**config.mk**
```make
export PLATFORM = sky130hd
export DESIGN_NAME = counter_lcg_xorshift_prng
export DESIGN_NICKNAME = d
export VERILOG_FILES = /design/src/sv/clxp_pkg.sv /design/src/sv/counter_lcg_xorshift_prng.sv
export SDC_FILE = /design/constraint.sdc
export NUM_CORES = 2
export LEC_CHECK = 0
export ABC_AREA = 1
export BUFFER_PORTS_ARGS = -buffer_cell sky130_fd_sc_hd__buf_2
export CAP_MARGIN = 20
export CORE_MARGIN = 10
export CORE_UTILIZATION = 51
export CTS_CLUSTER_SIZE = 24
export DETAILED_ROUTE_END_ITERATION = 7
export GPL_TIMING_DRIVEN = 0
export HOLD_SLACK_MARGIN = 0.05
export MAX_ROUTING_LAYER = met4
export PLACE_DENSITY_LB_ADDON = 0.05
export SYNTH_ARGS = -nofsm -noshare
export SYNTH_HDL_FRONTEND = slang
export SYNTH_SLANG_ARGS = --single-unit
```
**constraint.sdc**
```tcl
create_clock -name clk -period 9.84 [get_ports clk]
set_input_delay 0.984 -clock clk [delete_from_list [all_inputs] [get_ports clk]]
set_output_delay 0.984 -clock clk [all_outputs]
set_load 0.02 [all_outputs]
```
**src/sv/clxp_pkg.sv**
```systemverilog
// Package: widths, constants and register indexes of the counter LCG xorshift generator.
`timescale 1ns / 1ps

package clxp_pkg;

    // Modulus is 2**MOD_W; reduction modulo MODULUS keeps the low MOD_W bits.
    localparam int unsigned MOD_W   = 32;
    localparam logic [64:0] MODULUS = 65'd1 << MOD_W;

    localparam int unsigned CFG_W   = 64;
    localparam int unsigned OUT_W   = 32;
    localparam int unsigned WORD_W  = 64;

    localparam int unsigned STEP_SCALE = 23;
    localparam int unsigned SHIFT_A    = 21;
    localparam int unsigned SHIFT_B    = 35;
    localparam int unsigned SHIFT_C    = 4;

    localparam logic [64:0] STEP_LIMIT = MODULUS / STEP_SCALE;
    localparam int unsigned CNT_W      = $clog2(STEP_LIMIT);

    typedef enum logic [1:0] {
        REG_SEED      = 2'd0,
        REG_MULTIPLIER = 2'd1,
        REG_INCREMENT = 2'd2,
        REG_NONE      = 2'd3
    } reg_index_t;

endpackage

```
**src/sv/counter_lcg_xorshift_prng.sv**
```systemverilog
// Top level: counter-based LCG plus xorshift random generator, three-stage pipeline.
`timescale 1ns / 1ps
//
//  channel  | handshake           | payload
//  ---------+---------------------+---------------------------
//  in       | in_valid / in_ready | draw (1 bit)
//  out      | out_valid/out_ready | random_value (32 bit)
//  cfg      | cfg_we              | cfg_index (2), cfg_data (64)
//
//  One word per cycle while the output is not stalled; out_valid follows the accepted word through v1, v2 and v3.
//  Stages: counter step and scale, 32x32 multiply-add, xorshift into output register.
//  A stalled output freezes all stages; in_ready = !out_valid || out_ready.
//  A word with draw low is accepted and yields no result.
//  Reset clears the step counter, the stage valids, seed and increment, and sets the multiplier to one.

module counter_lcg_xorshift_prng
    import clxp_pkg::*;
(
    input  logic                clk,
    input  logic                rst_n,
    input  logic                in_valid,
    output logic                in_ready,
    input  logic                draw,
    output logic                out_valid,
    input  logic                out_ready,
    output logic [OUT_W-1:0]    random_value,
    input  logic                cfg_we,
    input  logic [1:0]          cfg_index,
    input  logic [CFG_W-1:0]    cfg_data
);

    logic [MOD_W-1:0] seed_reg;
    logic [MOD_W-1:0] mult_reg;
    logic [MOD_W-1:0] incr_reg;

    logic [CNT_W-1:0] count_reg, count_next;
    logic [MOD_W-1:0] scale_reg, scale_next;

    logic             v1_reg, v2_reg, v3_reg;
    logic [MOD_W-1:0] s1_reg;
    logic [MOD_W-1:0] x2_reg, x2_next;
    logic [OUT_W-1:0] out_reg, out_next;

    logic             advance;
    logic             take;
    logic [WORD_W-1:0] w_a, w_b, w_c;

    assign advance   = !v3_reg || out_ready;
    assign in_ready  = advance;
    assign take      = in_valid && advance && draw;
    assign out_valid = v3_reg;
    assign random_value = out_reg;

    // config
    always_ff @(posedge clk or negedge rst_n)
    begin
        if (!rst_n)
        begin
            seed_reg <= '0;
            mult_reg <= MOD_W'(1);
            incr_reg <= '0;
        end
        else if (cfg_we)
        begin
            unique case (reg_index_t'(cfg_index))
                REG_SEED:       seed_reg <= cfg_data[MOD_W-1:0];
                REG_MULTIPLIER: mult_reg <= cfg_data[MOD_W-1:0];
                REG_INCREMENT:  incr_reg <= cfg_data[MOD_W-1:0];
                REG_NONE:       ;
            endcase
        end
    end

    // step counter and its multiple of STEP_SCALE
    always_comb
    begin
        if ({1'b0, count_reg} + (CNT_W+1)'(1) == (CNT_W+1)'(STEP_LIMIT))
        begin
            count_next = '0;
            scale_next = '0;
        end
        else
        begin
            count_next = count_reg + CNT_W'(1);
            scale_next = scale_reg + MOD_W'(STEP_SCALE);
        end
    end

    always_comb
    begin
        x2_next = seed_reg + mult_reg * s1_reg + incr_reg;
    end

    always_comb
    begin
        w_a = {{(WORD_W-MOD_W){1'b0}}, x2_reg};
        w_a = w_a ^ (w_a >> SHIFT_A);
        w_b = w_a ^ (w_a << SHIFT_B);
        w_c = w_b ^ (w_b >> SHIFT_C);
        out_next = w_c[OUT_W-1:0];
    end

    always_ff @(posedge clk or negedge rst_n)
    begin
        if (!rst_n)
        begin
            count_reg <= '0;
            scale_reg <= '0;
            v1_reg    <= 1'b0;
            v2_reg    <= 1'b0;
            v3_reg    <= 1'b0;
        end
        else if (advance)
        begin
            if (take)
            begin
                count_reg <= count_next;
                scale_reg <= scale_next;
            end
            v1_reg <= take;
            v2_reg <= v1_reg;
            v3_reg <= v2_reg;
        end
    end

    always_ff @(posedge clk)
    begin
        if (advance)
        begin
            s1_reg  <= scale_next;
            x2_reg  <= x2_next;
            out_reg <= out_next;
        end
    end

endmodule

```
======== Yosys cells after proc, flatten, opt, wreduce, memory -nomap -nowiden ========
Cells that the tools add are included.
cells by class
  bitwise gates (word level) .............. 3
  $mul .................................... 1
  reductions and logical operators ........ 9
  eq/ne operators ......................... 3
  mux-type cells .......................... 2
  add/sub/neg operators ................... 5
operators by type and width
  operator                                               count
  adder 32 bit                                           2
  XOR 32 x 36 -> 36 bit                                  1
  adder 32 x 5 -> 32 bit, second input constant          1
  multiplier 32 x 32 -> 32 bit                           1
  two-way mux 32 bit                                     1
  XOR 32 x 11 -> 32 bit                                  1
  XOR 32 bit                                             1
  adder 28 x 1 -> 29 bit, second input constant          1
  equality test 29 x 28 -> 1 bit, second input constant  1
  adder 28 x 1 -> 28 bit, second input constant          1
  two-way mux 28 bit                                     1
  AND reduction 2 bit                                    4
  equality test 2 x 1 -> 1 bit, second input constant    1
  equality test 2 bit, second input constant             1
  logical AND 1 bit                                      2
  zero test 2 bit                                        1
  zero test 1 bit                                        1
  logical OR 1 bit                                       1
word-level totals
  logic and storage cells ................. 34
  register bits after elaboration ......... 255
  output and inout bits ................... 34

======== Longest topological paths before layout ========
  word-level depth ........................ 5
  depth in mapped cells ................... 34

======== Worst setup path before layout ========
OpenSTA, ideal clock, no wires.
  path type ............................... flip-flop to flip-flop
  start point ............................. register mult_reg[5]
  end point ............................... register x2_reg[31], data pin
  setup slack ............................. 3100 ps
  cell stages (with the launch flop) ...... 28
  period minus slack after synthesis ...... 6740 ps
  arrival ................................. 6488 ps
  library setup time ...................... 252 ps
  buffers on the path ..................... 2
  path through ............................ dfrtp_1 -> clkbuf_1 -> buf_1 -> nand2_1 -> fa_1 -> inv_1 -> fa_1 -> inv_1 -> fa_1 -> inv_1 -> fa_1 -> inv_1 -> fa_1 -> fa_1 -> inv_1 -> fa_1 -> inv_1 -> fa_1 -> inv_1 -> ha_1 -> nand2_1 -> nor2_1 -> nand4_1 -> or2_2 -> nand2_1 -> inv_1 -> nand2_1 -> nand2_1
on the way
  cells in the longest elaborated chain, start to end .. 3
RTL lines
  element                       line                              source
  start: declaration            counter_lcg_xorshift_prng.sv:33   logic [MOD_W-1:0] mult_reg;
  start signal: assignment      counter_lcg_xorshift_prng.sv:67   REG_MULTIPLIER: mult_reg <= cfg_data[MOD_W-1:0];
  multiplier 32 x 32 -> 32 bit  counter_lcg_xorshift_prng.sv:91   x2_next = seed_reg + mult_reg * s1_reg + incr_reg;
  adder 32 bit (2 in series)    counter_lcg_xorshift_prng.sv:91
  via x2_next[31]               counter_lcg_xorshift_prng.sv:41   logic [MOD_W-1:0] x2_reg, x2_next;
  end signal: assignment        counter_lcg_xorshift_prng.sv:131  x2_reg <= x2_next;
  end: declaration              counter_lcg_xorshift_prng.sv:41
The timed path passes the listed nets, and every way through them passes these cells.
A chain may end at the register's enable or synchronous reset.

======== Final worst setup path ========
  start point ............................. register s1_reg[4]
  end point ............................... register x2_reg[31], data pin
on the way
  cells in the longest elaborated chain, start to end .. 3
RTL lines
  element                       line                              source
  start: declaration            counter_lcg_xorshift_prng.sv:40   logic [MOD_W-1:0] s1_reg;
  start signal: assignment      counter_lcg_xorshift_prng.sv:130  s1_reg <= scale_next;
  multiplier 32 x 32 -> 32 bit  counter_lcg_xorshift_prng.sv:91
  adder 32 bit (2 in series)    counter_lcg_xorshift_prng.sv:91
  via x2_next[31]               counter_lcg_xorshift_prng.sv:41
The timed path passes the listed nets, and every way through them passes these cells.

==> metrics.cfg <==
[die]
row_count=88
start_util_pct=51.6
core-area_sq_um=57900
boundaryPins=106
die_area_sq_um=68700
die_x_um=262
die_h_um=262

[yosys]
avgSynthCellArea_sq_um=8.03
synth_cells=3722
synth.distinct_cells=41
synth_seq_cells=255
synth_area_sq_um=29900
synth_fp_nets=4396
ys_warn_count=0
ys_seq_area_share_pct=23.0

[critical_path]
crit_arrival_ns=9.32
crit_path_end_kind=register
critPathKind=register to register
slowest_delay_ns=0.85
critPathMaxFanout=10
slowest_stage=clkbuf_1
critPathTopFamily=adder cells
critical_path.most_common_cell=fa_1
required_ns=10.21
critPathBufInv=7
setup.worst_path.start_class=register
cp_cell_sequence=clkbuf_1 > clkbuf_1 > nand2_1 > fa_1 > inv_1 > fa_1 > fa_1 > fa_1 > inv_1 > fa_1 > fa_1 > inv_1 > fa_1 > inv_1 > fa_1 > inv_1 > ha_1 > a21oi_1 > o21ai_0 > a21o_1 > a31oi_1 > nand2_1 > nand3_1 > nand2_1

[sta]
rsz0062_at_grt=false
finClkSkew_ns=0.0414
finalWorstPathRequiredPeriod_ns=8.95
fin_crit_sh_pct=91.0
finalSetupTns_ns=0
drv_slew=0
max_freq_mhz=112
finalSetupViolations=0
hold_violations=0
worstMarginPinSlew_ns=1.18
relSlewSlack_pct=21.1

[clocking]
path_clk_slew_ns=0.06
cts_hold_buf=0
cts.sinks=255
cts-root-buf=clkbuf_16
cts_tree=done
cts_buffers=30
cts_max_level=1
post_cts_buffers=0
cts_resized=0
clk_latency_ns=0.64
clockBufferDepth=3

[hold_path]
hold_path_class=input port to async pin

[placed_design]
io_buffer_count=73
gp_congestion=0.997
dp_hpwl_um=75700

[detailed_routing]
drc=0
via_count=23175
first_pass_iters=6
routed_wl_um=92300
antenna_left=0
via_per_inst=5.01
drtIter0Drc=2026
wl_per_cell_um=20.0

[final_layout]
layout_commonest_cell=inv_1
area_growth_pct=8.54
final_nets=4508
final_cell_mix=inv_1 (1108), nand2_1 (1045), fa_1 (467), dfrtp_1 (158), ha_1 (135)
final_layout_size_suffix_gt1_share_pct=4.07

[global_route]
track_usage_pct=28.6
grt_pass1_vias=23445
gr-total-overflow=0
grt_pass1_wl_um=143000
antenna_found_initial=3
grt_start_max_net_pins=99

[status]
status=finished, final reports clean

[job]
drv_cap=0

==> final timing paths <==
kind,from,endpoint,slack [ns],depth (start not counted)
worst max-delay path,s1_reg[4]$_DFFE_PN_,x2_reg[31]$_DFFE_PN_,0.89,24
worst min-delay path,rst_n,incr_reg[16]$_DFFE_PN0P_,0.29,1
worst max register to register,s1_reg[4]$_DFFE_PN_,x2_reg[31]$_DFFE_PN_,0.89,24
worst min register to register,v2_reg$_DFFE_PN0N_,out_valid$_DFFE_PN0N_,0.46,2
max in group asynchronous,rst_n,count_reg[26]$_DFFE_PN0P_,8.59,2
min in group clk,v2_reg$_DFFE_PN0N_,out_valid$_DFFE_PN0N_,0.46,2
==> cell usage after synthesis, drive strengths merged <==
cell type	instances	area (sq um)
a21boi	2	15.0
a21oi	33	165
nand2	1046	3930
or2	2	12.5
nor3b	1	7.51
a21o	5	37.5
dfrtp	158	3950
nand3	110	566
dfstp	1	26.3
clkbuf	124	465
o211ai	2	15.0
nor4	2	12.5
ha	135	1690
xor2	84	736
xnor2	45	394
a221o	1	10.0
o31ai	1	7.51
a211oi	1	7.51
edfxtp	96	2880
clkinv	2	7.51
buf	22	114
a221oi	1	8.76
a31oi	3	18.8
a211o	1	8.76
nor3	28	140
o21bai	3	22.5
nand4	19	119
nand3b	9	67.6
nor2	76	298
inv	1119	4200
fa	467	9350
o21ai	123	616
==> worst register-to-register path: cells and delay by family (launching register included) <==
kind | cells | cell delay [ns]
AOI/OAI and AO/OA | 4 | 1.00
adders and majority gates | 9 | 4.61
DFF | 1 | 0.38
buffers and inverters | 7 | 2.00
and+or+nand+nor | 4 | 0.72
==> metrics by stage <==
step	cells	util, %	hold WS (ns)	instance area [sq um]	worst slack [ns]
finish	4624	56.0	0.294	32500	0.885
floorplan	3722	-	0.420	29900	3.10
global placement	4560	53.9	0.440	31200	0.997
CTS	4622	56.0	0.302	32400	0.962
detailed placement	4566	54.2	0.443	31400	1.01
global route	4623	56.0	0.336	32500	0.687
==> kinds of logic after synthesis <==
family          count (synthesis)  synth area share [%]
simple gates                 1293                  17.2
buf+inv                      1267                  16.0
fa+ha+maj                     602                  36.9
flops                         255                  23.0
compound gates                176                  3.12
xor+xnor                      129                  3.78
==> routing by layer <==
layer	routed length [um]	vias to the layer above	track usage, %
li1	-	10825	-
met1	39100	11351	37.9
met2	41600	820	43.9
met3	6850	179	4.21
met4	4700	0	11.5
met5	0	-	-
==> cell type report <==
type | instances | area, sq um
Fill cell | 5559 | 25500
Multi-Input combinational cell | 2200 | 18300
Sequential cell | 255 | 6860
Inverter | 1121 | 4210
Tap cell | 765 | 957
Clock buffer | 37 | 787
Buffer | 146 | 579
Timing Repair Buffer | 80 | 523
Clock inverter | 19 | 282
Antenna cell | 1 | 2.50
Power is not shown: default switching activity piles up to over one toggle a cycle in this logic, so the estimate is an artifact.
